===== config.mk =====
export PLATFORM = sky130hd
export DESIGN_NAME = gzip_header_parser
export DESIGN_NICKNAME = d
export VERILOG_FILES = /design/src/hdl/gzhp_pkg.sv /design/src/hdl/gzip_header_parser.sv
export SDC_FILE = /design/constraint.sdc
export NUM_CORES = 1
export LEC_CHECK = 0
export ABC_AREA = 1
export BUFFER_PORTS_ARGS = -buffer_cell sky130_fd_sc_hd__buf_4
export CORE_ASPECT_RATIO = 0.9
export CORE_MARGIN = 4
export CORE_UTILIZATION = 61
export DETAILED_ROUTE_END_ITERATION = 16
export PLACE_DENSITY = 0.8
export SYNTH_ARGS = -nofsm -noshare
export SYNTH_HDL_FRONTEND = slang
export SYNTH_SLANG_ARGS = --single-unit

===== constraint.sdc =====
create_clock -name clk -period 4.25 [get_ports clk]
set_input_delay 0.425 -clock clk [delete_from_list [all_inputs] [get_ports clk]]
set_output_delay 0.425 -clock clk [all_outputs]
set_load 0.01 [all_outputs]

===== src/hdl/gzhp_pkg.sv =====
// gzhp_pkg: types, constants and a helper function for the gzip header parser
// no dependencies; used by gzip_header_parser
`timescale 1ns / 1ps
`default_nettype none

package gzhp_pkg;

    localparam int COUNT_WIDTH_DEFAULT = 20;
    localparam int LEN_WIDTH           = 20;
    localparam int SKIP_WIDTH          = 16;
    localparam int FLAG_WIDTH          = 5;

    localparam logic [7:0] MAGIC1       = 8'h1f;
    localparam logic [7:0] MAGIC2       = 8'h8b;
    localparam logic [7:0] METHOD_DEFL  = 8'h08;
    localparam logic [7:0] FLG_RESERVED = 8'he0;

    localparam logic [FLAG_WIDTH-1:0] FLG_CRC     = 5'h02;
    localparam logic [FLAG_WIDTH-1:0] FLG_EXTRA   = 5'h04;
    localparam logic [FLAG_WIDTH-1:0] FLG_NAME    = 5'h08;
    localparam logic [FLAG_WIDTH-1:0] FLG_COMMENT = 5'h10;

    localparam logic [SKIP_WIDTH-1:0] FIXED_SKIP = 16'd6;

    localparam logic [LEN_WIDTH-1:0] LEN_MAX = 20'hfffff;

    typedef enum logic [3:0] {
        PH_MAGIC1  = 4'd0,
        PH_MAGIC2  = 4'd1,
        PH_METHOD  = 4'd2,
        PH_FLAGS   = 4'd3,
        PH_SKIP    = 4'd4,
        PH_XLO     = 4'd5,
        PH_XHI     = 4'd6,
        PH_XDATA   = 4'd7,
        PH_NAME    = 4'd8,
        PH_COMMENT = 4'd9,
        PH_CRC1    = 4'd10,
        PH_CRC2    = 4'd11,
        PH_DONE    = 4'd12
    } phase_t;

    // where the optional sections resume from
    typedef enum logic [1:0] {
        LVL_EXTRA   = 2'd0,
        LVL_NAME    = 2'd1,
        LVL_COMMENT = 2'd2,
        LVL_CRC     = 2'd3
    } level_t;

    // next optional section at or after the given level
    function automatic phase_t pick_section(input logic [FLAG_WIDTH-1:0] flags,
                                            input level_t level);
        phase_t ph;
        ph = PH_DONE;
        if (level <= LVL_EXTRA && (flags & FLG_EXTRA) != '0)
            ph = PH_XLO;
        else if (level <= LVL_NAME && (flags & FLG_NAME) != '0)
            ph = PH_NAME;
        else if (level <= LVL_COMMENT && (flags & FLG_COMMENT) != '0)
            ph = PH_COMMENT;
        else if ((flags & FLG_CRC) != '0)
            ph = PH_CRC1;
        return ph;
    endfunction

endpackage

`default_nettype wire


===== src/hdl/gzip_header_parser.sv =====
// gzip header parser: byte-wide check of a gzip member header, one result per buffer
// results are registered; while the output stalls, a second result stage holds one
// throughput: one byte per cycle unless that second stage is full, then input stalls
// reset: rst_n asynchronous active low; returns the parser to the first magic byte
// depends on gzhp_pkg
`timescale 1ns / 1ps
`default_nettype none

module gzip_header_parser #(
    parameter int COUNT_WIDTH = gzhp_pkg::COUNT_WIDTH_DEFAULT
) (
    input  wire                             clk,
    input  wire                             rst_n,
    input  wire                             in_valid,
    output logic                            in_ready,
    input  wire  [7:0]                      data_byte,
    input  wire                             last_byte,
    output logic                            out_valid,
    input  wire                             out_ready,
    output logic                            status,
    output logic [gzhp_pkg::LEN_WIDTH-1:0]  header_length
);

    localparam int EXT_WIDTH = 33;
    localparam logic [COUNT_WIDTH-1:0] COUNT_MAX = {COUNT_WIDTH{1'b1}};

    gzhp_pkg::phase_t                    phase_reg, phase_next, phase_step;
    logic [COUNT_WIDTH-1:0]              count_reg, count_next, count_step;
    logic [gzhp_pkg::FLAG_WIDTH-1:0]     flags_reg, flags_next, flags_step;
    logic [gzhp_pkg::SKIP_WIDTH-1:0]     skip_reg, skip_next, skip_step;
    logic                                reported_reg, reported_next, reported_step;

    logic                                out_valid_reg, out_valid_next;
    logic                                out_status_reg, out_status_next;
    logic [gzhp_pkg::LEN_WIDTH-1:0]      out_len_reg, out_len_next;
    logic                                skid_valid_reg, skid_valid_next;
    logic                                skid_status_reg, skid_status_next;
    logic [gzhp_pkg::LEN_WIDTH-1:0]      skid_len_reg, skid_len_next;

    logic                                accept;
    logic                                pop;
    logic                                fail;
    logic                                emit;
    logic                                res_status;
    logic [gzhp_pkg::LEN_WIDTH-1:0]      res_len;
    logic [gzhp_pkg::LEN_WIDTH-1:0]      sat_len;
    logic [EXT_WIDTH-1:0]                count_ext;
    logic                                end_ok;

    assign in_ready      = !skid_valid_reg;
    assign accept        = in_valid && in_ready;
    assign pop           = out_valid_reg && out_ready;
    assign out_valid     = out_valid_reg;
    assign status        = out_status_reg;
    assign header_length = out_len_reg;

    // header parsing for one byte
    always_comb
    begin
        phase_step    = phase_reg;
        count_step    = count_reg;
        flags_step    = flags_reg;
        skip_step     = skip_reg;
        reported_step = reported_reg;
        fail          = 1'b0;
        if (!reported_reg)
        begin
            if (count_reg != COUNT_MAX)
                count_step = count_reg + 1'b1;
            unique case (phase_reg)
                gzhp_pkg::PH_MAGIC1:
                    if (data_byte != gzhp_pkg::MAGIC1) fail = 1'b1;
                    else phase_step = gzhp_pkg::PH_MAGIC2;
                gzhp_pkg::PH_MAGIC2:
                    if (data_byte != gzhp_pkg::MAGIC2) fail = 1'b1;
                    else phase_step = gzhp_pkg::PH_METHOD;
                gzhp_pkg::PH_METHOD:
                    if (data_byte != gzhp_pkg::METHOD_DEFL) fail = 1'b1;
                    else phase_step = gzhp_pkg::PH_FLAGS;
                gzhp_pkg::PH_FLAGS:
                    if ((data_byte & gzhp_pkg::FLG_RESERVED) != '0)
                        fail = 1'b1;
                    else
                    begin
                        flags_step = data_byte[gzhp_pkg::FLAG_WIDTH-1:0];
                        skip_step  = gzhp_pkg::FIXED_SKIP;
                        phase_step = gzhp_pkg::PH_SKIP;
                    end
                gzhp_pkg::PH_SKIP:
                begin
                    skip_step = skip_reg - 1'b1;
                    if (skip_step == '0)
                        phase_step = gzhp_pkg::pick_section(flags_reg, gzhp_pkg::LVL_EXTRA);
                end
                gzhp_pkg::PH_XLO:
                begin
                    skip_step  = {8'h00, data_byte};
                    phase_step = gzhp_pkg::PH_XHI;
                end
                gzhp_pkg::PH_XHI:
                begin
                    skip_step = {data_byte, skip_reg[7:0]};
                    if (skip_step != '0)
                        phase_step = gzhp_pkg::PH_XDATA;
                    else
                        phase_step = gzhp_pkg::pick_section(flags_reg, gzhp_pkg::LVL_NAME);
                end
                gzhp_pkg::PH_XDATA:
                begin
                    skip_step = skip_reg - 1'b1;
                    if (skip_step == '0)
                        phase_step = gzhp_pkg::pick_section(flags_reg, gzhp_pkg::LVL_NAME);
                end
                gzhp_pkg::PH_NAME:
                    if (data_byte == 8'h00)
                        phase_step = gzhp_pkg::pick_section(flags_reg, gzhp_pkg::LVL_COMMENT);
                gzhp_pkg::PH_COMMENT:
                    if (data_byte == 8'h00)
                        phase_step = gzhp_pkg::pick_section(flags_reg, gzhp_pkg::LVL_CRC);
                gzhp_pkg::PH_CRC1:
                    phase_step = gzhp_pkg::PH_CRC2;
                gzhp_pkg::PH_CRC2:
                    phase_step = gzhp_pkg::PH_DONE;
                default:
                    fail = 1'b1;
            endcase
            if (fail)
                phase_step = gzhp_pkg::PH_DONE;
        end

        // length as seen after this byte, clipped to the output width
        count_ext = {{(EXT_WIDTH-COUNT_WIDTH){1'b0}}, count_step};
        if (count_ext > {{(EXT_WIDTH-gzhp_pkg::LEN_WIDTH){1'b0}}, gzhp_pkg::LEN_MAX})
            sat_len = gzhp_pkg::LEN_MAX;
        else
            sat_len = count_ext[gzhp_pkg::LEN_WIDTH-1:0];

        // a cut-short name or comment still passes unless a header crc is due
        end_ok = (phase_step == gzhp_pkg::PH_NAME || phase_step == gzhp_pkg::PH_COMMENT)
                 && ((flags_step & gzhp_pkg::FLG_CRC) == '0);

        emit       = 1'b0;
        res_status = 1'b1;
        if (!reported_reg && (fail || phase_step == gzhp_pkg::PH_DONE))
        begin
            emit          = 1'b1;
            res_status    = fail;
            reported_step = 1'b1;
        end
        else if (last_byte && !reported_reg)
        begin
            emit       = 1'b1;
            res_status = !end_ok;
        end
        res_len = res_status ? '0 : sat_len;
    end

    // state update and result staging
    always_comb
    begin
        phase_next       = phase_reg;
        count_next       = count_reg;
        flags_next       = flags_reg;
        skip_next        = skip_reg;
        reported_next    = reported_reg;
        out_valid_next   = out_valid_reg;
        out_status_next  = out_status_reg;
        out_len_next     = out_len_reg;
        skid_valid_next  = skid_valid_reg;
        skid_status_next = skid_status_reg;
        skid_len_next    = skid_len_reg;

        if (accept)
        begin
            if (last_byte)
            begin
                // buffer end: start over for the next transaction
                phase_next    = gzhp_pkg::PH_MAGIC1;
                count_next    = '0;
                flags_next    = '0;
                skip_next     = '0;
                reported_next = 1'b0;
            end
            else
            begin
                phase_next    = phase_step;
                count_next    = count_step;
                flags_next    = flags_step;
                skip_next     = skip_step;
                reported_next = reported_step;
            end
        end

        if (skid_valid_reg)
        begin
            if (pop)
            begin
                out_status_next = skid_status_reg;
                out_len_next    = skid_len_reg;
                skid_valid_next = 1'b0;
            end
        end
        else if (accept && emit)
        begin
            if (!out_valid_reg || pop)
            begin
                out_valid_next  = 1'b1;
                out_status_next = res_status;
                out_len_next    = res_len;
            end
            else
            begin
                skid_valid_next  = 1'b1;
                skid_status_next = res_status;
                skid_len_next    = res_len;
            end
        end
        else if (pop)
        begin
            out_valid_next = 1'b0;
        end
    end

    always_ff @(posedge clk or negedge rst_n)
    begin
        if (!rst_n)
        begin
            phase_reg      <= gzhp_pkg::PH_MAGIC1;
            count_reg      <= '0;
            flags_reg      <= '0;
            skip_reg       <= '0;
            reported_reg   <= 1'b0;
            out_valid_reg  <= 1'b0;
            skid_valid_reg <= 1'b0;
        end
        else
        begin
            phase_reg      <= phase_next;
            count_reg      <= count_next;
            flags_reg      <= flags_next;
            skip_reg       <= skip_next;
            reported_reg   <= reported_next;
            out_valid_reg  <= out_valid_next;
            skid_valid_reg <= skid_valid_next;
        end
    end

    always_ff @(posedge clk)
    begin
        out_status_reg  <= out_status_next;
        out_len_reg     <= out_len_next;
        skid_status_reg <= skid_status_next;
        skid_len_reg    <= skid_len_next;
    end

endmodule

`default_nettype wire

==> flow_summary.json, run 1 <==
{
  "drive_gt1_share_pct": 13.4,
  "post_cts_buffers": 0,
  "cts_made_buffers": 9,
  "worst_skew_pair.late_latency_ns": 0.37,
  "grt_pass1_wl_um": 23800,
  "drc": 0,
  "path_max_fanout": 21,
  "leakage_nw": 2.80,
  "hold_violations": 0,
  "critPathMaxStageDelay_ns": 0.40,
  "vias": 5054,
  "grt_pass1_vias": 4744,
  "dr_wl_met3_um": 1570,
  "setup_viol_count_final": 0,
  "cap_violations": 0,
  "finalSetupTns_ns": 0,
  "area.sequential_mm2": 0.00244,
  "fin_worst_skew_ns": 0.0130,
  "area_delta_synth_final_pct": 10.7,
  "place_area_mm2": 0.00590,
  "ys_ff_latch": 89,
  "clkSinkCount": 89,
  "hp-class": "in2async",
  "clkTransAtPathRegs_ns": 0.10,
  "crit_buf_inv": 2,
  "synth_cells": 721,
  "avgSynthCellArea_um2": 7.64,
  "wl_per_cell_um": 16.3,
  "drt_wl_total_um": 14300,
  "rrSetupSlack_ns": 0.89,
  "nFillCells": 676,
  "required_ns": 4.30,
  "htreeDepth": 3,
  "critPathKind": "reg2reg",
  "die-area_mm2": 0.0106,
  "timing.final.crit_share_pct": 79.1,
  "portBuffers": 35,
  "path_cells": "inv_2, ha_1, nand2_1, nor2_1, nand2_1, o21ai_0, nand2_1, nor3_1, nand2_1, nand2_1, nand2_1, nor2_4, nand3_2, nand2_1, nand2_1, a21oi_2, buf_4",
  "synth.distinct_cells": 36,
  "first_pass_iters": 5,
  "max_freq_mhz": 298,
  "cts.path.max_buffers": 2,
  "multi_input_area_mm2": 0.00258,
  "yosys_warnings": 0,
  "track_usage_pct": 28.5,
  "vias_per_cell": 5.75,
  "syn-cell-area_mm2": 0.00551,
  "period_needed_ns": 3.36,
  "drt_iter0_drc": 549,
  "rsz0062_at_grt": "no",
  "crit_end": "header_length[13]",
  "io_pins": 36,
  "grt_max_degree": 48,
  "num_rows": 32,
  "postCtsHoldBufs": 0,
  "cp-startpoint": "skip_reg[0]",
  "power.total_mw": 4.06,
  "hpwlAfterDp_um": 10600,
  "cp-start-kind": "register",
  "max_slew_margin_pct": 44.9,
  "wl_met2_um": 6140,
  "crit_family": "simple AND/OR/NAND/NOR gates",
  "final_util_pct": 70.1,
  "top_layer": "met4",
  "cts_tree": "built",
  "start_util_pct": 63.4,
  "synth_top_cell_by_area": "edfxtp_1",
  "ff2ff_path_depth": 17,
  "end_kind": "register",
  "power_density_mw_per_mm2": 666,
  "antenna-diode-count": 0,
  "fp.dieW_um": 108,
  "core-area_mm2": 0.00869,
  "r2r_start": "skip_reg[0]",
  "peakVddDrop_mv": 0.395,
  "global_route.overflow_total": 0,
  "cp_common_cell": "nand2_1",
  "postRouteAntennaNets": 0,
  "layout.nets": 771,
  "crit_path_top_delay_cell": "dfrtp_1",
  "cts_resized": 0,
  "gp_congestion": 0.937,
  "antenna_found_initial": 0,
  "syn_nets": 737,
  "slew_violations": 0,
  "whs_ns": 0.0449,
  "synth_top_area_share_pct": 22.9,
  "status": "completed",
  "final_cell_area_mm2": 0.00609,
  "root_buffer": "clkbuf_8",
  "die_height_um": 98.1,
  "yosys-top-cells-area": "edfxtp_1, dfrtp_1, nand2_1",
  "worst-path-stages": 17,
  "tightest_slew_ns": 0.824,
  "critPathArrivalTime_ns": 3.41,
  "ys_seq_area_share_pct": 44.3,
  "reg2reg_to": "header_length[13]",
  "drt-met1-wl_um": 6390
}
-- routing by layer --
metal	vias to the layer above	track usage [%]
met5	-	0
met2	260	40.2
met3	23	7.34
li1	2445	-
met4	0	7.28
met1	2326	43.7
-- placed cells by master (no fill, tap or decap), types with 8 or more instances in the layout --
| cell type | netlist | layout |
|---|---|---|
| nand2_1 | 177 | 177 |
| nand3_1 | 45 | 45 |
| nor4_1 | 8 | 8 |
| nand2_2 | 8 | 8 |
| o21ai_0 | 39 | 39 |
| edfxtp_1 | 42 | 42 |
| clkbuf_8 | 0 | 9 |
| dfrtp_1 | 47 | 47 |
| nor3_1 | 12 | 12 |
| inv_1 | 102 | 102 |
| nor2_1 | 75 | 75 |
| buf_4 | 2 | 43 |
| a21oi_1 | 11 | 10 |
| nor2_4 | 15 | 15 |
| nor2_2 | 13 | 13 |
| a22oi_1 | 8 | 8 |
| xor2_1 | 17 | 17 |
| o22ai_1 | 27 | 27 |
| nand4_1 | 29 | 29 |
-- worst min-delay path by stage --
stage / startpoint / slack [ns] / endpoint
after floorplan: rst_n / 0.13 / count_reg[0]
after global placement: rst_n / 0.48 / flags_reg[4]
after detailed placement: rst_n / 0.48 / flags_reg[4]
after CTS: rst_n / 0.08 / flags_reg[4]
after global routing: rst_n / 0.09 / flags_reg[4]
final: rst_n / 0.04 / flags_reg[3]
-- through the flow --
step	instances	worst slack [ns]
after floorplan	721	0.674
after global placement	863	0.781
after detailed placement	863	0.827
after CTS	879	0.894
after global routing	879	0.600
final	879	0.889
-- Yosys cell counts (all sizes together) --
cell type and instances:
dfrtp 47, nand4 29, and3 2, buf 9, nand2 186, ha 3, a31oi 3, nor3 13
o22ai 27, o21ai 41, o211ai 3, clkbuf 12, nand3 46, nor2 103, xor2 17, nand3b 3
nor4 8, a21boi 2, a21oi 11, inv 103, clkinv 1, a22oi 8, or2 1, xnor2 1
edfxtp 42
-- cell families (layout without fill, tap and decap cells) --
group                    count (synthesis)  after routing  synth area share, %
AND/OR/NAND/NOR                        391            391                 33.3
XOR/XNOR                                18             18                 2.86
flip-flops                              89             89                 44.3
adder cells (fa/ha/maj)                  3              3                0.682
AO/OA/AOI/OAI                           95             95                 9.90
buffers and inverters                  125            164                 8.97
-- worst reg2reg max path: cells and delay by family (launching register included) --
| kind | cells | cell delay (ns) |
|---|---|---|
| AND/OR/NAND/NOR | 12 | 1.62 |
| adder cells (fa/ha/maj) | 1 | 0.25 |
| AO/OA/AOI/OAI | 2 | 0.32 |
| flip-flops | 1 | 0.40 |
| buffers and inverters | 2 | 0.44 |
-- report_power, final --
group          internal [mW]  switching [mW]  leakage [nW]  total (mW)
clock                  0.228           0.345        0.0926       0.573
sequential              1.16           0.152          1.04        1.31
combinational          0.675            1.49          1.67        2.17
total                   2.07            1.99          2.80        4.06
-- area by class of cell --
cell class / count / share of cell area [%]
repair buffers: 44 / 5.63
clock buffers: 9 / 2.03
multi-input cells: 507 / 42.3
flip-flops and latches: 89 / 40.0
well taps: 119 / 2.44
inverters: 104 / 6.41
clock inverters: 7 / 1.17
No activity file was read; power rests on OpenSTA's default activity.
==> inputs of run 2 (changes only) <==
Clock period 4.25 ns to 3.5 ns, I/O delays scaled along.
==> flow_summary.json, run 2 (synthesized netlist as in run 1, its figures left out) <==
{
  "status": "finished with violations",
  "violations": "hold timing",
  "global_route.overflow_total": 0,
  "htreeDepth": 3,
  "drt_iter0_drc": 478,
  "critPathMaxStageDelay_ns": 0.40,
  "tightest_slew_ns": 0.805,
  "critPathKind": "reg2reg",
  "crit_path_top_delay_cell": "dfrtp_1",
  "io_pins": 36,
  "pwr-share-comb_pct": 55.1,
  "start_util_pct": 63.4,
  "hold_violations": 16,
  "antenna-diode-count": 0,
  "power_density_mw_per_mm2": 820,
  "final_common_cell": "nand2_1",
  "final_util_pct": 71.5,
  "post_cts_buffers": 0,
  "setup_viol_count_final": 0,
  "period_needed_ns": 3.22,
  "nFillCells": 695,
  "layout.nets": 777,
  "clkTransAtPathRegs_ns": 0.10,
  "num_rows": 32,
  "die-area_mm2": 0.0106,
  "fin_worst_skew_ns": 0.00866,
  "postRouteAntennaNets": 0,
  "gp_congestion": 1.06,
  "most-common-layout-cells": "nand2_1, inv_1, nor2_1",
  "grt_max_degree": 48,
  "multi_input_area_mm2": 0.00260,
  "leakage_nw": 2.85,
  "crit_buf_inv": 2,
  "cp-start-kind": "register",
  "grt_pass1_vias": 4787,
  "cp_common_cell": "nand2_1",
  "area.sequential_mm2": 0.00244,
  "grt_pass1_wl_um": 23700,
  "fp.dieW_um": 108,
  "required_ns": 3.60,
  "end_kind": "register",
  "antenna_found_initial": 0,
  "cap_violations": 0,
  "vias": 5220,
  "drive_gt1_share_pct": 14.9,
  "finalSetupTns_ns": 0,
  "slew_violations": 0,
  "crit_family": "simple AND/OR/NAND/NOR gates",
  "peakVddDrop_mv": 0.551,
  "whs_ns": -0.0130,
  "path_max_fanout": 10,
  "cts_made_buffers": 9,
  "max_freq_mhz": 310,
  "worst_skew_pair.late_latency_ns": 0.37,
  "cts_tree": "built",
  "path_cells": "inv_1, ha_2, xnor2_1, nand2_1, nor2_1, nand2_1, nor2_1, nand2_1, nor2_4, nand3b_1, nand2_1, nand2_1, nand2_2, nand2_2, nor2_4, nand3_2, nand2_2, nand2_2, a21oi_4, clkbuf_16",
  "critPathArrivalTime_ns": 3.32,
  "drt_wl_total_um": 14600,
  "hp-class": "in2async",
  "p_sw_mw": 2.48,
  "seq_power_share_pct": 30.9,
  "first_pass_iters": 6,
  "portBuffers": 35,
  "hpwlAfterDp_um": 10600,
  "clkPwrFrac_pct": 14.0,
  "p_int_mw": 2.61,
  "wl_per_cell_um": 16.5,
  "max_slew_margin_pct": 46.1,
  "core-area_mm2": 0.00869,
  "drc": 0,
  "timing.final.crit_share_pct": 92.1,
  "cts.path.max_buffers": 2,
  "area_delta_synth_final_pct": 12.7,
  "root_buffer": "clkbuf_8",
  "clkSinkCount": 89,
  "rsz0062_at_grt": "no",
  "die_height_um": 98.1,
  "switching_share_pct": 48.8,
  "vias_per_cell": 5.90,
  "track_usage_pct": 28.1
}
run 2: through the flow:
| stage | power [mW] | setup WS [ns] | hold WS, ns | area [um2] | instances |
|---|---|---|---|---|---|
| floorplan | 3.43 | 0.0764 | 0.0544 | 5510 | 721 |
| global placement | 4.21 | 0.444 | 0.403 | 5960 | 868 |
| detailed placement | 4.25 | 0.332 | 0.407 | 5960 | 868 |
| CTS | 4.96 | 0.280 | 0.00190 | 6160 | 884 |
| global route | 5.45 | 0.0322 | 0.0309 | 6210 | 885 |
| finish | 5.09 | 0.277 | -0.0130 | 6210 | 885 |
run 2: final timing paths:
| path | slack (ns) | cells after the start | startpoint | end |
|---|---|---|---|---|
| max | 0.28 | 20 | skip_reg[1] | header_length[4] |
| min | -0.01 | 1 | rst_n | flags_reg[4] |
| max reg2reg | 0.28 | 20 | skip_reg[1] | header_length[4] |
| min reg2reg | 0.52 | 2 | skid_len_reg[10] | header_length[10] |
| max in group asynchronous | 3.09 | 1 | rst_n | count_reg[13] |
| min in group clk | 0.29 | 4 | out_ready | out_valid |
run 2: worst register-to-register path, delay by kind of cell (launching register included):
| family | cells | cell delay [ns] |
|---|---|---|
| and+or+nand+nor | 15 | 1.54 |
| adders and majority gates | 1 | 0.21 |
| AOI/OAI and AO/OA | 1 | 0.26 |
| xor gates and xnor gates | 1 | 0.25 |
| buffers and inverters | 2 | 0.30 |
| DFF | 1 | 0.40 |
run 2: final cells by class:
type | count | area share [%]
clock buffers | 9 | 1.99
clock inverters | 7 | 1.19
inverters | 104 | 6.33
multi-input cells | 507 | 41.9
flip-flops and latches | 89 | 39.3
well taps | 119 | 2.40
repair buffers | 50 | 6.93
run 2: metal layers:
layer | wire length (um) | track usage [%] | share of wire [%] | vias up
met1 | 6410 | 44.1 | 44 | 2411
met2 | 6220 | 40.2 | 43 | 312
met5 | 0 | 0 | 0 | -
met4 | 233 | 6.80 | 1.6 | 0
met3 | 1730 | 5.22 | 12 | 32
li1 | - | - | - | 2465
run 2: repair_timing:
action                                  CTS  global route
resized for setup                         0             8
hold buffers                              0             0
endpoints found under the setup margin    0            42
run 2: power by group through the flow:
stage / Sequential, mW / Clock (mW) / Combinational (mW)
floorplan: 1.62 / 0 / 1.82
global placement: 1.59 / 0 / 2.62
detailed placement: 1.59 / 0 / 2.66
CTS: 1.57 / 0.721 / 2.67
global route: 1.60 / 0.771 / 3.08
finish: 1.57 / 0.712 / 2.81
==> inputs of run 3 (changes only) <==
Settings changed: BUFFER_PORTS_ARGS -buffer_cell sky130_fd_sc_hd__buf_4 to -buffer_cell sky130_fd_sc_hd__buf_2.
==> flow_summary.json, run 3 (synthesized netlist as in run 1, its figures left out) <==
{
  "nFillCells": 713,
  "met2_usage_pct": 38.8,
  "multi_input_area_mm2": 0.00258,
  "clkSinkCount": 89,
  "portBuffers": 35,
  "cp-start-kind": "register",
  "global_route.overflow_total": 0,
  "final_common_cell": "nand2_1",
  "path_max_fanout": 21,
  "ff2ff_path_depth": 21,
  "wl_per_cell_um": 16.0,
  "leakage_nw": 2.79,
  "r2r_start": "skip_reg[0]",
  "p_sw_mw": 2.43,
  "root_buffer": "clkbuf_8",
  "drc": 0,
  "num_rows": 32,
  "die_height_um": 98.1,
  "vias": 5021,
  "rsz0062_at_grt": "no",
  "timing.final.crit_share_pct": 89.9,
  "clkPwrFrac_pct": 14.6,
  "slew_violations": 0,
  "core-area_mm2": 0.00869,
  "p_int_mw": 2.49,
  "critPathArrivalTime_ns": 3.23,
  "grt_pass1_wl_um": 23000,
  "postRouteAntennaNets": 0,
  "status": "completed",
  "drt_iter0_drc": 467,
  "fin_worst_skew_ns": 0.0190,
  "power_density_mw_per_mm2": 811,
  "clkTransAtPathRegs_ns": 0.11,
  "worst_skew_pair.late_latency_ns": 0.37,
  "max_slew_margin_pct": 27.3,
  "hpwlAfterDp_um": 10400,
  "rrSetupSlack_ns": 0.35,
  "max_freq_mhz": 318,
  "layout.nets": 774,
  "setup_viol_count_final": 0,
  "first_pass_iters": 5,
  "vias_per_cell": 5.69,
  "critPathKind": "reg2reg",
  "gp_congestion": 0.990,
  "placed_cells": 866,
  "hold_violations": 0,
  "io_pins": 36,
  "drt_wl_total_um": 14100,
  "pwr-share-comb_pct": 53.6,
  "power.total_mw": 4.92,
  "required_ns": 3.59,
  "start_util_pct": 63.4,
  "finalSetupTns_ns": 0,
  "end_kind": "register",
  "seq_power_share_pct": 31.8,
  "tightest_slew_ns": 1.09,
  "antenna_found_initial": 0,
  "cts_made_buffers": 9,
  "switching_share_pct": 49.3,
  "final_util_pct": 69.8,
  "grt_pass1_vias": 4571,
  "final_cells": 882,
  "cts_tree": "built",
  "hp-class": "in2async",
  "reg2reg_to": "header_length[18]",
  "grt_max_degree": 48,
  "area_delta_synth_final_pct": 10.1,
  "area.sequential_mm2": 0.00244,
  "htreeDepth": 3,
  "cts.path.max_buffers": 2,
  "pre_cts_ws_ns": 0.393,
  "cap_violations": 0,
  "postCtsHoldBufs": 0,
  "busiest_layer": "met1",
  "die-area_mm2": 0.0106,
  "finalWorstSetupSlack_ns": 0.354,
  "use_met3_pct": 4.56,
  "grt_use_met1_pct": 44.0,
  "drive_gt1_share_pct": 14.0,
  "peakVddDrop_mv": 0.491,
  "track_usage_pct": 27.6,
  "fp.dieW_um": 108,
  "period_needed_ns": 3.15,
  "most-common-layout-cells": "nand2_1, inv_1, nor2_1",
  "antenna-diode-count": 0
}
run 3: cell count changes in the layout (fill, tap and decap cells not counted):
cell	before	now
nor2_2	15	14
nor2_1	73	74
clkbuf_16	1	0
buf_4	46	9
inv_4	1	0
nand2_2	11	8
a21oi_2	0	1
inv_2	0	1
buf_2	0	35
a21oi_4	1	0
nand2_1	174	177
run 3: worst max-delay path by stage:
stage / cells past startpoint / to / from / slack (ns)
2_1_floorplan: 20 / skid_len_reg[0] / skip_reg[0] / 0.08
3_3_place_gp: 21 / skid_len_reg[12] / skip_reg[0] / 0.51
3_5_place_dp: 21 / skid_len_reg[12] / skip_reg[0] / 0.39
4_1_cts: 21 / skid_len_reg[16] / skip_reg[0] / 0.35
5_1_grt: 21 / header_length[19] / skip_reg[0] / 0.02
6_report: 21 / header_length[18] / skip_reg[0] / 0.35
run 3: repair_timing:
action | in CTS | in global routing
buffers inserted | 0 | 0
endpoints found under the setup margin | 0 | 20
gates resized for setup | 0 | 2
run 3: power by group through the flow:
stage                     logic, mW  registers [mW]  clock network [mW]
after floorplan                1.82            1.62                   0
after global placement         2.55            1.58                   0
after detailed placement       2.58            1.58                   0
after CTS                      2.59            1.56               0.725
after global routing           2.91            1.59               0.771
final                          2.64            1.56               0.716
run 3: layer usage:
layer  wire length [um]  up-vias
met5                  0        -
met4                189        0
met3               1160       24
met2               5960      234
met1               6780     2300
li1                   -     2463
run 3: layout make-up:
class	count	area share, %
clock inverters	7	1.22
repair buffers	47	4.99
well taps	119	2.46
clock buffers	9	2.04
flip-flops and latches	89	40.2
inverters	104	6.44
multi-input cells	507	42.6
run 3: worst max-delay path, cell delays in order, from the launching register on:
cell and delay, ns:
dfrtp_1 0.41, inv_2 0.15, ha_2 0.23, nand2_1 0.14
nor2_2 0.13, nand2_1 0.06, nand2_1 0.05, nand2_1 0.07
nor2_1 0.11, nand2_1 0.09, nor2_4 0.17, nand3b_1 0.09
nand2_1 0.07, nand2_1 0.06, nand2_1 0.14, nand2_2 0.08
nor2_4 0.11, nand3_2 0.08, nand2_1 0.11, nand2_1 0.11
a21oi_2 0.20, buf_12 0.19
run 3: through the flow:
step	hold WS (ns)	cell area (um2)
2_1_floorplan	0.0544	5510
3_3_place_gp	0.501	5860
3_5_place_dp	0.503	5860
4_1_cts	0.199	6060
5_1_grt	0.243	6060
6_report	0.168	6060
